[src/hdl/assert_macros.svh]
// ----------------------------------------------------------------------------
// assert_macros.svh
// Shared concurrent assertion macros for the LCD write sequencer.
// ----------------------------------------------------------------------------
`ifndef ASSERT_MACROS_SVH
`define ASSERT_MACROS_SVH

// Condition holds at every clock edge outside reset.
`define ASSERT_ALWAYS(label, clk, rst, cond, msg) \
   label: assert property (@(posedge clk) disable iff (rst) (cond)) else $error(msg);

// Consequent holds in the same cycle as the antecedent.
`define ASSERT_IMPL(label, clk, rst, ante, cons, msg) \
   label: assert property (@(posedge clk) disable iff (rst) (ante) |-> (cons)) \
      else $error(msg);

// Consequent holds in the cycle after the antecedent.
`define ASSERT_NEXT(label, clk, rst, ante, cons, msg) \
   label: assert property (@(posedge clk) disable iff (rst) (ante) |=> (cons)) \
      else $error(msg);

`endif

[src/hdl/lcdseq_pkg.sv]
// ----------------------------------------------------------------------------
// lcdseq_pkg
// Types and constants shared by the LCD nibble write sequencer.
// ----------------------------------------------------------------------------
`default_nettype none

package lcdseq_pkg;

   localparam int REQ_W       = 2;
   localparam int ADDR_W      = 5;
   localparam int CHAR_W      = 8;
   localparam int NIB_W       = 4;
   localparam int CSR_IDX_W   = 3;
   localparam int STORE_DEPTH = 32;
   localparam int INIT_COUNT  = 5;

   localparam logic [CHAR_W-1:0] CMD_JUMP = 8'hC0;
   localparam logic [CHAR_W-1:0] CMD_HOME = 8'h03;

   // reset values of the configuration registers
   localparam logic [CHAR_W-1:0] DELAY_RESET = 8'd50;
   localparam logic [CHAR_W-1:0] INIT_RESET [INIT_COUNT] =
      '{8'h33, 8'h32, 8'h28, 8'h08, 8'h01};

   typedef enum logic [REQ_W-1:0] {
      REQ_TICK   = 2'd0,
      REQ_INIT   = 2'd1,
      REQ_UPDATE = 2'd2,
      REQ_WRITE  = 2'd3
   } req_code_type;

   typedef enum logic [CSR_IDX_W-1:0] {
      CSR_DELAY = 3'd0,
      CSR_INIT0 = 3'd1,
      CSR_INIT1 = 3'd2,
      CSR_INIT2 = 3'd3,
      CSR_INIT3 = 3'd4,
      CSR_INIT4 = 3'd5
   } csr_index_type;

   typedef enum logic [2:0] {
      ST_HIGH  = 3'd0,
      ST_EDOWN = 3'd1,
      ST_WAIT  = 3'd2,
      ST_LOW   = 3'd3,
      ST_CHECK = 3'd4,
      ST_IDLE  = 3'd5
   } step_state_type;

   // what the pin stage does with the pin levels for one transfer
   typedef enum logic [2:0] {
      PIN_KEEP   = 3'd0,
      PIN_HIGH   = 3'd1,
      PIN_EDOWN  = 3'd2,
      PIN_LOW    = 3'd3,
      PIN_CMDLOW = 3'd4
   } pin_op_type;

   typedef struct packed {
      pin_op_type        op;
      logic              use_mem;
      logic [CHAR_W-1:0] const_byte;
      logic              rs;
      logic              busy;
   } pin_cmd_type;

   typedef struct packed {
      logic              wr_en;
      logic [ADDR_W-1:0] wr_addr;
      logic [CHAR_W-1:0] wr_data;
      logic              rd_en;
      logic [ADDR_W-1:0] rd_addr;
   } store_access_type;

endpackage

`default_nettype wire

[src/hdl/lcdseq_ifs.sv]
// ----------------------------------------------------------------------------
// lcdseq_req_if / lcdseq_rsp_if
// Valid/ready channels for requests and pin results.
// ----------------------------------------------------------------------------
`default_nettype none

interface lcdseq_req_if import lcdseq_pkg::*; ();
   logic              valid;
   logic              ready;
   logic [REQ_W-1:0]  req_type;
   logic [ADDR_W-1:0] char_addr;
   logic [CHAR_W-1:0] char_data;

   modport source (output valid, output req_type, output char_addr, output char_data,
                   input ready);
   modport sink   (input valid, input req_type, input char_addr, input char_data,
                   output ready);
endinterface

interface lcdseq_rsp_if import lcdseq_pkg::*; ();
   logic             valid;
   logic             ready;
   logic [NIB_W-1:0] data_nibble;
   logic             enable_line;
   logic             reg_select;
   logic             busy_res;

   modport source (output valid, output data_nibble, output enable_line,
                   output reg_select, output busy_res, input ready);
   modport sink   (input valid, input data_nibble, input enable_line,
                   input reg_select, input busy_res, output ready);
endinterface

`default_nettype wire

[src/hdl/char_lcd_nibble_write_sequencer_unit.sv]
// ----------------------------------------------------------------------------
// char_lcd_nibble_write_sequencer_unit
// 4-bit character LCD write sequencer: init and message update sequences,
// one sequencer step per tick, message kept in a 32-byte store.
// ----------------------------------------------------------------------------
//  channel | dir | fields                                         | handshake
//  req_bus | in  | req_type, char_addr, char_data                 | valid/ready
//  rsp_bus | out | data_nibble, enable_line, reg_select, busy_res  | valid/ready
//  csr_*   | in  | csr_index, csr_wdata                           | csr_we
//
//  One request per clock while req_bus.ready is high; step logic and store read
//  register it at the transfer edge, the pin register when the pin stage moves.
//  The store read port is read once per request; a write lands before any
//  later read, so no forwarding path exists.
//  Reset is synchronous; the store is not cleared and has no clearing pass.
//  A stalled result holds one request in the pin stage, then req_bus.ready drops.
// ----------------------------------------------------------------------------
`default_nettype none

module char_lcd_nibble_write_sequencer_unit import lcdseq_pkg::*; #(
   parameter int ROW_CHARS = 16
) (
   input  wire logic                 clock,
   input  wire logic                 reset,
   lcdseq_req_if.sink                req_bus,
   lcdseq_rsp_if.source              rsp_bus,
   input  wire logic                 csr_we,
   input  wire logic [CSR_IDX_W-1:0] csr_index,
   input  wire logic [CHAR_W-1:0]    csr_wdata
);

   logic              acc;
   logic              in_ready;
   store_access_type  store_acc;
   pin_cmd_type       pin_cmd;
   logic [CHAR_W-1:0] rd_data;

   // request transfer
   assign req_bus.ready = in_ready;
   assign acc           = req_bus.valid && in_ready;

   lcdseq_ctrl #(
      .ROW_CHARS (ROW_CHARS)
   ) u_ctrl (
      .clock     (clock),
      .reset     (reset),
      .csr_we    (csr_we),
      .csr_index (csr_index),
      .csr_wdata (csr_wdata),
      .acc       (acc),
      .req_type  (req_bus.req_type),
      .char_addr (req_bus.char_addr),
      .char_data (req_bus.char_data),
      .store_acc (store_acc),
      .pin_cmd   (pin_cmd)
   );

   lcdseq_store u_store (
      .clock   (clock),
      .acc_in  (store_acc),
      .rd_data (rd_data)
   );

   lcdseq_pins u_pins (
      .clock    (clock),
      .reset    (reset),
      .acc      (acc),
      .cmd_in   (pin_cmd),
      .rd_data  (rd_data),
      .in_ready (in_ready),
      .rsp_bus  (rsp_bus)
   );

endmodule

`default_nettype wire

[src/hdl/lcdseq_store.sv]
// ----------------------------------------------------------------------------
// lcdseq_store
// 32 x 8 message store, one write and one registered read port.
// ----------------------------------------------------------------------------
`default_nettype none

module lcdseq_store import lcdseq_pkg::*; (
   input  wire logic              clock,
   input  wire store_access_type  acc_in,
   output      logic [CHAR_W-1:0] rd_data
);

   logic [CHAR_W-1:0] mem [STORE_DEPTH];
   logic [CHAR_W-1:0] rd_data_ff;

   // write port
   always_ff @(posedge clock) begin
      if (acc_in.wr_en) begin
         mem[acc_in.wr_addr] <= acc_in.wr_data;
      end
   end

   // read port, data held until the next read
   always_ff @(posedge clock) begin
      if (acc_in.rd_en) begin
         rd_data_ff <= mem[acc_in.rd_addr];
      end
   end

   assign rd_data = rd_data_ff;

endmodule

`default_nettype wire

[src/hdl/lcdseq_ctrl.sv]
// ----------------------------------------------------------------------------
// lcdseq_ctrl
// Sequencer step logic and configuration registers; issues store accesses
// and a pin command for every accepted request.
// ----------------------------------------------------------------------------
`default_nettype none
`include "assert_macros.svh"

module lcdseq_ctrl import lcdseq_pkg::*; #(
   parameter int ROW_CHARS = 16
) (
   input  wire logic                 clock,
   input  wire logic                 reset,
   input  wire logic                 csr_we,
   input  wire logic [CSR_IDX_W-1:0] csr_index,
   input  wire logic [CHAR_W-1:0]    csr_wdata,
   input  wire logic                 acc,
   input  wire logic [REQ_W-1:0]     req_type,
   input  wire logic [ADDR_W-1:0]    char_addr,
   input  wire logic [CHAR_W-1:0]    char_data,
   output      store_access_type     store_acc,
   output      pin_cmd_type          pin_cmd
);

   // byte counters hold a full row and the init count
   localparam int IDX_W = ($clog2(ROW_CHARS + 1) > 3) ? $clog2(ROW_CHARS + 1) : 3;
   localparam int SUM_W = IDX_W + ADDR_W;

   logic [CHAR_W-1:0] delay_ff;
   logic [CHAR_W-1:0] init_cmd_ff [INIT_COUNT];

   step_state_type    step_ff, step_in;
   step_state_type    ret_ff, ret_in;
   logic [CHAR_W-1:0] wait_ff, wait_in;
   logic [IDX_W-1:0]  idx_ff, idx_in;
   logic [IDX_W-1:0]  total_ff, total_in;
   logic              second_ff, second_in;
   logic              dmode_ff, dmode_in;
   logic              jump_ff, jump_in;
   logic              row_ff, row_in;

   logic              more_bytes;
   logic [SUM_W-1:0]  store_pos;
   req_code_type      req_code;

   assign req_code   = req_code_type'(req_type);
   assign more_bytes = idx_ff < total_ff;
   assign store_pos  = (row_ff ? SUM_W'(ROW_CHARS) : '0) + SUM_W'(idx_ff);

   // configuration registers
   always_ff @(posedge clock) begin
      if (reset) begin
         delay_ff <= DELAY_RESET;
         for (int i = 0; i < INIT_COUNT; i++) begin
            init_cmd_ff[i] <= INIT_RESET[i];
         end
      end else if (csr_we) begin
         case (csr_index_type'(csr_index))
            CSR_DELAY: delay_ff       <= csr_wdata;
            CSR_INIT0: init_cmd_ff[0] <= csr_wdata;
            CSR_INIT1: init_cmd_ff[1] <= csr_wdata;
            CSR_INIT2: init_cmd_ff[2] <= csr_wdata;
            CSR_INIT3: init_cmd_ff[3] <= csr_wdata;
            CSR_INIT4: init_cmd_ff[4] <= csr_wdata;
            default: ;
         endcase
      end
   end

   // next state of the sequencer
   always_comb begin
      step_in   = step_ff;
      ret_in    = ret_ff;
      wait_in   = wait_ff;
      idx_in    = idx_ff;
      total_in  = total_ff;
      second_in = second_ff;
      dmode_in  = dmode_ff;
      jump_in   = jump_ff;
      row_in    = row_ff;
      case (req_code)
         REQ_TICK: begin
            case (step_ff)
               ST_HIGH: begin
                  step_in = ST_WAIT;
                  ret_in  = ST_EDOWN;
               end
               ST_EDOWN: begin
                  step_in   = ST_WAIT;
                  ret_in    = second_ff ? ST_CHECK : ST_LOW;
                  second_in = ~second_ff;
               end
               ST_WAIT: begin
                  if (wait_ff == '0) begin
                     wait_in = delay_ff;
                     step_in = ret_ff;
                  end else begin
                     wait_in = wait_ff - CHAR_W'(1);
                  end
               end
               ST_LOW: begin
                  step_in = ST_WAIT;
                  ret_in  = ST_EDOWN;
                  idx_in  = idx_ff + IDX_W'(1);
               end
               ST_CHECK: begin
                  if (more_bytes) begin
                     step_in = ST_WAIT;
                     ret_in  = ST_HIGH;
                  end else begin
                     idx_in  = '0;
                     step_in = ST_IDLE;
                     if (dmode_ff) begin
                        if (!jump_ff) begin
                           // row done: cursor jump or home command next
                           jump_in  = 1'b1;
                           total_in = IDX_W'(1);
                           step_in  = ST_WAIT;
                           ret_in   = ST_HIGH;
                        end else if (!row_ff) begin
                           jump_in  = 1'b0;
                           row_in   = 1'b1;
                           total_in = IDX_W'(ROW_CHARS);
                           step_in  = ST_HIGH;
                        end else begin
                           jump_in = 1'b0;
                           row_in  = 1'b0;
                        end
                     end
                  end
               end
               default: ;
            endcase
         end
         REQ_INIT, REQ_UPDATE: begin
            // starts are dropped while a sequence runs
            if (step_ff == ST_IDLE) begin
               idx_in    = '0;
               second_in = 1'b0;
               jump_in   = 1'b0;
               row_in    = 1'b0;
               step_in   = ST_HIGH;
               if (req_code == REQ_INIT) begin
                  dmode_in = 1'b0;
                  total_in = IDX_W'(INIT_COUNT);
               end else begin
                  dmode_in = 1'b1;
                  total_in = IDX_W'(ROW_CHARS);
               end
            end
         end
         default: ;
      endcase
   end

   // sequencer registers, advanced once per transfer
   always_ff @(posedge clock) begin
      if (reset) begin
         step_ff   <= ST_IDLE;
         ret_ff    <= ST_HIGH;
         wait_ff   <= DELAY_RESET;
         idx_ff    <= '0;
         total_ff  <= '0;
         second_ff <= 1'b0;
         dmode_ff  <= 1'b0;
         jump_ff   <= 1'b0;
         row_ff    <= 1'b0;
      end else if (acc) begin
         step_ff   <= step_in;
         ret_ff    <= ret_in;
         wait_ff   <= wait_in;
         idx_ff    <= idx_in;
         total_ff  <= total_in;
         second_ff <= second_in;
         dmode_ff  <= dmode_in;
         jump_ff   <= jump_in;
         row_ff    <= row_in;
      end
   end

   // store accesses and pin command
   always_comb begin
      store_acc.wr_en   = acc && (req_code == REQ_WRITE);
      store_acc.wr_addr = char_addr;
      store_acc.wr_data = char_data;
      store_acc.rd_en   = acc;
      store_acc.rd_addr = store_pos[ADDR_W-1:0];

      pin_cmd.use_mem = dmode_ff && !jump_ff;
      pin_cmd.rs      = dmode_ff && !jump_ff;
      pin_cmd.busy    = step_in != ST_IDLE;
      if (!dmode_ff) begin
         pin_cmd.const_byte = (idx_ff < IDX_W'(INIT_COUNT)) ? init_cmd_ff[idx_ff[2:0]] : '0;
      end else begin
         pin_cmd.const_byte = row_ff ? CMD_HOME : CMD_JUMP;
      end

      pin_cmd.op = PIN_KEEP;
      if (req_code == REQ_TICK) begin
         case (step_ff)
            ST_HIGH:  pin_cmd.op = PIN_HIGH;
            ST_EDOWN: pin_cmd.op = PIN_EDOWN;
            ST_LOW:   pin_cmd.op = PIN_LOW;
            ST_CHECK: begin
               if (!more_bytes && dmode_ff && !jump_ff) begin
                  pin_cmd.op = PIN_CMDLOW;
               end
            end
            default:  pin_cmd.op = PIN_KEEP;
         endcase
      end
   end

   `ASSERT_ALWAYS(a_idx_in_range, clock, reset, idx_ff <= total_ff, "byte index past total")
   `ASSERT_IMPL(a_jump_data, clock, reset, jump_ff, dmode_ff, "jump phase outside update")
   `ASSERT_IMPL(a_row_data, clock, reset, row_ff, dmode_ff, "second row outside update")
   `ASSERT_NEXT(a_idle_start, clock, reset,
      acc && (step_ff == ST_IDLE) && (req_code == REQ_INIT || req_code == REQ_UPDATE),
      step_ff == ST_HIGH && idx_ff == '0, "start did not load the high nibble step")

endmodule

`default_nettype wire

[src/hdl/lcdseq_pins.sv]
// ----------------------------------------------------------------------------
// lcdseq_pins
// Pin stage: joins store read data with the pin command, holds the pin
// levels and the result register.
// ----------------------------------------------------------------------------
`default_nettype none
`include "assert_macros.svh"

module lcdseq_pins import lcdseq_pkg::*; (
   input  wire logic              clock,
   input  wire logic              reset,
   input  wire logic              acc,
   input  wire pin_cmd_type       cmd_in,
   input  wire logic [CHAR_W-1:0] rd_data,
   output      logic              in_ready,
   lcdseq_rsp_if.source           rsp_bus
);

   logic              b_valid_ff, b_valid_in;
   pin_cmd_type       b_cmd_ff;
   logic              b_move;

   logic              o_valid_ff, o_valid_in;
   logic [NIB_W-1:0]  nib_ff, nib_in;
   logic              en_ff, en_in;
   logic              rs_ff, rs_in;
   logic              busy_ff;
   logic [CHAR_W-1:0] cur_byte;

   // stage handshake
   assign b_move     = b_valid_ff && (!o_valid_ff || rsp_bus.ready);
   assign in_ready   = !b_valid_ff || b_move;
   assign b_valid_in = acc ? 1'b1 : (b_move ? 1'b0 : b_valid_ff);
   assign o_valid_in = b_move ? 1'b1 : (rsp_bus.ready ? 1'b0 : o_valid_ff);

   always_ff @(posedge clock) begin
      if (reset) begin
         b_valid_ff <= 1'b0;
         o_valid_ff <= 1'b0;
      end else begin
         b_valid_ff <= b_valid_in;
         o_valid_ff <= o_valid_in;
      end
   end

   always_ff @(posedge clock) begin
      if (acc) begin
         b_cmd_ff <= cmd_in;
      end
   end

   // new pin levels
   assign cur_byte = b_cmd_ff.use_mem ? rd_data : b_cmd_ff.const_byte;

   always_comb begin
      nib_in = nib_ff;
      en_in  = en_ff;
      rs_in  = rs_ff;
      case (b_cmd_ff.op)
         PIN_HIGH: begin
            nib_in = cur_byte[CHAR_W-1:NIB_W];
            en_in  = 1'b1;
            rs_in  = b_cmd_ff.rs;
         end
         PIN_EDOWN: en_in = 1'b0;
         PIN_LOW: begin
            nib_in = cur_byte[NIB_W-1:0];
            en_in  = 1'b1;
         end
         PIN_CMDLOW: begin
            en_in = 1'b0;
            rs_in = 1'b0;
         end
         default: ;
      endcase
   end

   // pin levels double as the result register
   always_ff @(posedge clock) begin
      if (reset) begin
         nib_ff  <= '0;
         en_ff   <= 1'b0;
         rs_ff   <= 1'b0;
         busy_ff <= 1'b0;
      end else if (b_move) begin
         nib_ff  <= nib_in;
         en_ff   <= en_in;
         rs_ff   <= rs_in;
         busy_ff <= b_cmd_ff.busy;
      end
   end

   assign rsp_bus.valid       = o_valid_ff;
   assign rsp_bus.data_nibble = nib_ff;
   assign rsp_bus.enable_line = en_ff;
   assign rsp_bus.reg_select  = rs_ff;
   assign rsp_bus.busy_res    = busy_ff;

   `ASSERT_NEXT(a_high_strobe, clock, reset, b_move && b_cmd_ff.op == PIN_HIGH, en_ff,
      "high nibble without enable")
   `ASSERT_NEXT(a_cmd_low, clock, reset, b_move && b_cmd_ff.op == PIN_CMDLOW,
      !en_ff && !rs_ff, "command setup left enable or select high")
   `ASSERT_IMPL(a_full_stall, clock, reset, b_valid_ff && o_valid_ff && !rsp_bus.ready,
      !in_ready, "transfer taken with both stages full")

endmodule

`default_nettype wire
[src/flat_wrapper.sv]
// flat-port wrapper written by rule: the top's interface ports become plain ports
module char_lcd_nibble_write_sequencer_unit_flat import lcdseq_pkg::*;
#(
   parameter int ROW_CHARS = 16
)
  (clock, reset, csr_we, csr_index, csr_wdata, req_bus_valid, req_bus_req_type, req_bus_char_addr, req_bus_char_data, req_bus_ready, rsp_bus_valid, rsp_bus_data_nibble, rsp_bus_enable_line, rsp_bus_reg_select, rsp_bus_busy_res, rsp_bus_ready);
  lcdseq_req_if req_bus_i ();
  lcdseq_rsp_if rsp_bus_i ();
  input  wire logic clock;
  input  wire logic reset;
  input  wire logic csr_we;
  input  wire logic [CSR_IDX_W-1:0] csr_index;
  input  wire logic [CHAR_W-1:0] csr_wdata;
  input wire logic [$bits(req_bus_i.valid)-1:0] req_bus_valid;
  input wire logic [$bits(req_bus_i.req_type)-1:0] req_bus_req_type;
  input wire logic [$bits(req_bus_i.char_addr)-1:0] req_bus_char_addr;
  input wire logic [$bits(req_bus_i.char_data)-1:0] req_bus_char_data;
  output wire logic [$bits(req_bus_i.ready)-1:0] req_bus_ready;
  output wire logic [$bits(rsp_bus_i.valid)-1:0] rsp_bus_valid;
  output wire logic [$bits(rsp_bus_i.data_nibble)-1:0] rsp_bus_data_nibble;
  output wire logic [$bits(rsp_bus_i.enable_line)-1:0] rsp_bus_enable_line;
  output wire logic [$bits(rsp_bus_i.reg_select)-1:0] rsp_bus_reg_select;
  output wire logic [$bits(rsp_bus_i.busy_res)-1:0] rsp_bus_busy_res;
  input wire logic [$bits(rsp_bus_i.ready)-1:0] rsp_bus_ready;
  assign req_bus_i.valid = req_bus_valid;
  assign req_bus_i.req_type = req_bus_req_type;
  assign req_bus_i.char_addr = req_bus_char_addr;
  assign req_bus_i.char_data = req_bus_char_data;
  assign req_bus_ready = req_bus_i.ready;
  assign rsp_bus_valid = rsp_bus_i.valid;
  assign rsp_bus_data_nibble = rsp_bus_i.data_nibble;
  assign rsp_bus_enable_line = rsp_bus_i.enable_line;
  assign rsp_bus_reg_select = rsp_bus_i.reg_select;
  assign rsp_bus_busy_res = rsp_bus_i.busy_res;
  assign rsp_bus_i.ready = rsp_bus_ready;
  char_lcd_nibble_write_sequencer_unit #(.ROW_CHARS(ROW_CHARS)) u_core (.clock(clock), .reset(reset), .req_bus(req_bus_i), .rsp_bus(rsp_bus_i), .csr_we(csr_we), .csr_index(csr_index), .csr_wdata(csr_wdata));
endmodule
[config.mk]
export PLATFORM = sky130hd
export DESIGN_NAME = char_lcd_nibble_write_sequencer_unit_flat
export DESIGN_NICKNAME = d
export VERILOG_FILES = /design/src/hdl/lcdseq_pkg.sv /design/src/hdl/lcdseq_ifs.sv /design/src/hdl/char_lcd_nibble_write_sequencer_unit.sv /design/src/hdl/lcdseq_store.sv /design/src/hdl/lcdseq_ctrl.sv /design/src/hdl/lcdseq_pins.sv /design/src/flat_wrapper.sv
export VERILOG_INCLUDE_DIRS = /design/src /design/src/hdl
export SDC_FILE = /design/constraint.sdc
export NUM_CORES = 1
export LEC_CHECK = 0
export BUFFER_PORTS_ARGS = -buffer_cell sky130_fd_sc_hd__buf_2
export CORE_AREA = 10 10 193 195
export DETAILED_ROUTE_END_ITERATION = 10
export DIE_AREA = 0 0 203 205
export GPL_TIMING_DRIVEN = 0
export PLACE_DENSITY = 0.67
export SKIP_LAST_GASP = 1
export SLEW_MARGIN = 40
export SYNTH_ARGS = -nofsm -noshare
export SYNTH_HDL_FRONTEND = slang
export SYNTH_SLANG_ARGS = --single-unit
export TNS_END_PERCENT = 100
[constraint.sdc]
create_clock -name clock -period 8 [get_ports clock]
set_input_delay 1.2 -clock clock [delete_from_list [all_inputs] [get_ports clock]]
set_output_delay 1.2 -clock clock [all_outputs]
set_load 0.02 [all_outputs]
Word-level counts from Yosys, hierarchy flattened

Memory sizes are Yosys's and may differ from the RTL's. A register that Yosys moved wholly into a read port is not among the register bits.
Index checks and enable logic that the tools add are counted.
W data, S select, Z words.

Bits in registers: 58
Input port bits: 31
Logic and storage cells: 188
Memory bits (writable): 296
Memories kept: 2
Output and inout port bits: 9

Memories:

| name                      | words | bits a word | rd ports | clocked after Yosys merged registers in | write ports | line               | source |
|---|---|---|---|---|---|---|---|
| u_core.u_store.mem        | 32    | 8           | 1        | 1                                       | 1           | lcdseq_store.sv:13 | `logic [CHAR_W-1:0] mem [STORE_DEPTH];` |
| u_core.u_ctrl.init_cmd_ff | 5     | 8           | 1        | 1                                       | 5           | lcdseq_ctrl.sv:30  | `logic [CHAR_W-1:0] init_cmd_ff [INIT_COUNT];` |

Bitwise logic cells: 6
Mux-type cells: 86
Equality and inequality tests: 29
Add/sub/neg operators: 3
Reductions and logical operators: 40
$lt $le $gt $ge: 2

Operators by type and width:

| operator              | number |
|---|---|
| $mux W8               | 10 |
| $mux W5               | 10 |
| $mux W1               | 40 |
| $mux W3               | 13 |
| $pmux W5 S2           | 3 |
| $eq A3 B2 Y1 const B  | 6 |
| $pmux W3 S3           | 2 |
| $eq A3 B3 Y1 const B  | 5 |
| $ne A3 B3 Y1 const B  | 5 |
| $reduce_and A7 Y1     | 2 |
| $pmux W3 S4           | 1 |
| $reduce_bool A2 Y1    | 6 |
| $pmux W1 S2           | 5 |
| $reduce_and A5 Y1     | 2 |
| $eq A3 B1 Y1 const B  | 3 |
| $logic_not A8 Y1      | 1 |
| $ne A2 B2 Y1 const B  | 4 |
| $pmux W4 S2           | 1 |
| $reduce_and A2 Y1     | 4 |
| $reduce_or A2 Y1      | 4 |
| $sub A8 B1 Y8 const B | 1 |
| $logic_and A1 B1 Y1   | 6 |
| $logic_not A3 Y1      | 2 |
| $pmux W3 S2           | 1 |
| 18 further kinds      | 29 |

Depth between registers and ports, before layout

Depth in word-level cells: 8
Gate-level depth with buffers: 9
Gate-level depth less buffers: 7

By module

Synthesis repeated with hierarchy kept, for this count alone.

Cell total of the unflattened synthesis: 873
Area, all modules: 15088.2 um2

Modules (own cells, without submodules):

| module                               | times used | sequential area each (um2) | area each (um2) | cells each |
|---|---|---|---|---|
| lcdseq_store                         | 1          | 7927.6                     | 10133.5         | 417 |
| lcdseq_ctrl                          | 1          | 1941.9                     | 3987.6          | 383 |
| lcdseq_pins                          | 1          | 600.6                      | 960.9           | 72 |
| char_lcd_nibble_write_sequencer_unit | 1          | 0.0                        | 6.3             | 1 |

Worst setup path after synthesis

Ideal clock, no wire load.

Path type: input -> register
Start: input rsp_bus_ready
End: memory u_core.u_store.mem[10][0] (enable)
Arrival: 3.311 ns
Setup slack: 4.317 ns
Buffers on the path: 1
Stages on the path: 5
Required time: 7.629 ns
Setup time: 0.371 ns
Path through: and3b_1 -> nor2_1 -> clkbuf_1 -> nand4b_1 -> nor2_1

Word-level cells in the longest chain between the ends: 7

Ends and longest elaborated chain:

| item                          | line                                       | source |
|---|---|---|
| start, declared               | flat_wrapper.sv:24                         | `input wire logic [$bits(rsp_bus_i.ready)-1:0] rsp_bus_ready;` |
| $logic_or A1 B1 Y1            | lcdseq_pins.sv:31                          | `assign b_move = b_valid_ff && (!o_valid_ff \|\| rsp_bus.ready);` |
| $logic_and A1 B1 Y1           | lcdseq_pins.sv:31                          |  |
| $logic_or A1 B1 Y1            | lcdseq_pins.sv:32                          | `assign in_ready = !b_valid_ff \|\| b_move;` |
| $logic_and A1 B1 Y1           | char_lcd_nibble_write_sequencer_unit.sv:40 | `assign acc = req_bus.valid && in_ready;` |
| net u_core.acc                | char_lcd_nibble_write_sequencer_unit.sv:32 | `logic acc;` |
| $logic_and A1 B1 Y1           | lcdseq_ctrl.sv:183                         | `store_acc.wr_en = acc && (req_code == REQ_WRITE);` |
| $mux W1                       | lcdseq_store.sv:18                         | `if (acc_in.wr_en) begin` |
| $mux W1 (implied by the code) | lcdseq_store.sv:19                         | `mem[acc_in.wr_addr] <= acc_in.wr_data;` |
| end, declared                 | lcdseq_store.sv:13                         |  |

The timed path passes the listed nets, and every way through them passes these cells.

Worst setup path in the final report

Start: input rsp_bus_ready
End: memory u_core.u_store.mem[5][4] (enable)

Same word-level chain as after synthesis.

==> impl_results.md <==
- Status: finished, final reports clean
- Worst ir drop on vdd: 0.222 mV
- Largest area contributor in the netlist: edfxtp_1
- Final critical delay including setup and external delays: 3510 ps
- HPWL after DPL: 21.5 mm
- Area grow syn2layout: 13.8%
- Clock share of power: 42.6%
- Cell family contributing the most delay on the critical path: simple AND/OR/NAND/NOR gates
- Synthesized area: 14900 um2
- Hold_buf cts: 0
- Fraction of layout cells with a size suffix above 1: 20.7%
- Antenna diode instance count: 0
- Startpoint kind of the worst setup timing path: input port
- Number of cells produced by synthesis: 899
- Top layer in use: met4
- Number of nets in the finished design: 1019
- Fill cell count: 2742
- Power, Total: 4.07 mW
- Via-per-instance ratio: 5.69
- Endpoint class of the critical path: register
- Delay of the slowest critical-path stage: 890 ps
- Number of storage elements in the synthesis netlist: 363
- Yosys Warn Count: 0
- Clock input transition at the sequential cells of the worst setup and hold paths: 60 ps
- Number of DRC markers in iteration 0: 676
- Clock Latency Late Sink: 520 ps
- Number of hold-slack violations in the final timing report: 0
- Prevailing post-synth register cell: edfxtp_1
- Top-Level Pins: 40
- Die Wd: 203 um
- Highest-delay cell along the critical path: nor2_1
- Met2 routed wirelength: 15.3 mm
- # setup viols final: 0
- Fraction of synthesized cell area taken by the top area cell type: 64.1%
- Crit path DAT: 3660 ps
- Floorplan Core Area: 33300 um2
- RSZ-0062 raised after global routing: no
- Highest net fanout along the worst path: 10
- CTS tree: built
- Antenna Violating Nets Remaining: 0
- Share of total power in sequential cells: 51.9%
- Commonest cells after routing, fill and taps aside: edfxtp_1 (317), mux4_2 (68), nor2_1 (57)
- PortBufs: 39
- Number of synthesized flops with an enable pin: 317
- Number of antenna violations at the first check in global routing: 0
- Global-route usage over all layers: 15.3%
- Maximum achievable frequency: 285 MHz
- Headroom to the max-slew limit: 45.6%
- Most common cell after layout, fill and taps aside: edfxtp_1
- Buffers plus inverters on the worst setup path: 2
- Max Slew Vio Count: 0
- Routed length on met3: 2.12 mm
- Routed wirelength normalized by instance count: 22.2 um
- First-pass GRT wire length: 49.7 mm
- Total negative slack: 0 ps
- Buffer cell driving the clock tree root: clkbuf_16
- # H-tree levels: 2
- Proportion of synthesized chip area in sequential cells: 70.3%
- Required time worst endpoint: 8150 ps
- Cell area power density: 241 nW/um2
- Pin count of the biggest net entering global routing: 33
- Switching fraction of total power: 21.1%
- Number of DRC violations after detailed routing: 0
- Worst Path Class, Setup: input port to register
- Final routed wirelength across all metal layers: 32.3 mm
- Async set-reset flop share out of synthesis: 0%
- Clock Skew: 14.0 ps
- Internal Power: 3.21 mW
- Post-CTS repair timing setup buffer count: 0
- Number of global-route vias before repair: 8420
- Synthesized area per cell: 16.5 um2
- Buffers from clock root to sink, at most: 3
- Class of the most critical hold timing path: register to register
- Syn_nets: 939
- Number of buffers inserted during clock tree synthesis: 38
- Count of cell types in the netlist: 66
- Total net switching power: 0.859 mW
- Max cap viols: 0
- Gr ovfl total: 0
- Top cells by area in the synthesized netlist: edfxtp_1 (64%), mux4_2 (10%), dfxtp_1 (6.2%), mux2i_1 (2.0%), nor2_1 (1.6%)
- Worst path most repeated cell: nor2_1
- Final worst-path cycle share: 43.9%
- Transition time at the pin with the least slew margin: 812 ps
- Detailed-route wire length on metal 1: 14.1 mm
- Die height: 205 um
- # rows: 67
- Static Leak: 5.36 nW
- Full die area: 41600 um2
- Global placer's final weighted congestion: 0.858
- Total number of vias: 8265
- DR pass1 iterations: 5
- TritonCTS Sinks: 363
- Logic pwr share: 5.6%
- Number of resized instances in the post-cts repair step: 0
- Cell chain of the critical path: buf_2 -> and3b_1 -> nor2_1 -> clkbuf_2 -> nand4b_1 -> nor2_1
- Starting density of the core: 44.7%
-- flip-flops by register name, summed over array words and instances, names as in the netlist, 3 cells and up, named ones only --
| register | count |
|---|---|
| u_core.u_pins.b_cmd_ff | 13 |
| u_core.u_ctrl.delay_ff | 8 |
| u_core.u_ctrl.ret_ff | 3 |
| u_core.u_ctrl.init_cmd_ff | 40 |
| u_core.u_ctrl.total_ff | 3 |
| u_core.u_ctrl.idx_ff | 5 |
| u_core.u_ctrl.wait_ff | 8 |
| u_core.u_ctrl.step_ff | 3 |
| u_core.u_store.mem | 256 |
| u_core.u_pins.rsp_bus.data_nibble | 4 |
| u_core.u_store.rd_data | 8 |
-- synth_stat cells (6+ instances only) --
library cell and number:
o21ai_0 28, o21bai_1 10, ha_1 9, clkbuf_1 25, or3_1 6, nand2b_1 19
buf_2 10, nor3_1 10, mux2i_1 29, mux4_2 68, dfxtp_1 46, inv_1 15
or2_2 6, nand3b_1 7, o221ai_1 16, nor2b_1 10, edfxtp_1 317, nor3b_1 6
nand3_1 10, a21oi_1 38, buf_1 6, nand2_1 45, and2_1 13, a221oi_1 10
a22o_1 8, nor2_1 64
-- worst min-delay path: cells and delay by family (launching register included) --
kind,cells,cell delay [ps]
and+or+nand+nor,1,50
DFF,1,310
AOI/OAI and AO/OA,1,50
-- cell families after synthesis --
| logic type | after synthesis | share of synthesized area [%] |
|---|---|---|
| buffers and inverters | 60 | 1.73 |
| xor gates and xnor gates | 1 | 0.0589 |
| DFF | 363 | 70.3 |
| muxes | 99 | 12.4 |
| adders and majority gates | 9 | 0.758 |
| AOI/OAI and AO/OA | 148 | 7.06 |
| and+or+nand+nor | 219 | 7.74 |
-- per-layer routing --
metal  track usage (%)  vias to the layer above
li1                  -                     3755
met1              20.9                     4175
met4              4.26                        0
met2              24.7                      279
met3              2.81                       56
met5                 0                        -
-- final cells by class --
cell class	count	area, um2	share of cell area (%)
multi-input cells	476	4200	24.8
clock inverters	20	226	1.34
repair buffers	40	223	1.32
inverters	15	56.3	0.333
plain buffers	45	201	1.19
clock buffers	46	1000	5.92
well taps	448	561	3.32
flip-flops and latches	363	10400	61.8
-- through the flow --
step	std cells	setup slack, ps	area (um2)	hold slack [ps]	util, %
floorplan	899	4320	14900	432	-
global placement	1386	2870	15600	450	46.9
CTS	1453	4560	16900	460	50.7
detailed placement	1387	4020	15700	452	47.0
finish	1453	4490	16900	458	50.8
global route	1453	4360	16900	489	50.8
-- worst paths after layout --
check | start | to | slack [ps] | cells past startpoint
worst max-delay path | rsp_bus_ready | u_core.u_store.mem[5][4] | 4490 | 6
worst min-delay path | u_core.u_ctrl.delay_ff[2] | u_core.u_ctrl.delay_ff[2] | 460 | 2
worst max register to register | u_core.u_pins.b_valid_ff | u_core.u_store.mem[5][4] | 4920 | 5
worst min register to register | u_core.u_ctrl.delay_ff[2] | u_core.u_ctrl.delay_ff[2] | 460 | 2
-- power by group through the flow --
stage	logic (mW)	clock network (mW)	registers, mW
CTS	0.227	1.76	2.11
finish	0.227	1.73	2.11
floorplan	0.142	0	2.15
global placement	0.220	0	2.15
detailed placement	0.226	0	2.15
global route	0.247	1.83	2.11
Note: power is estimated with default switching activity, not from simulation.
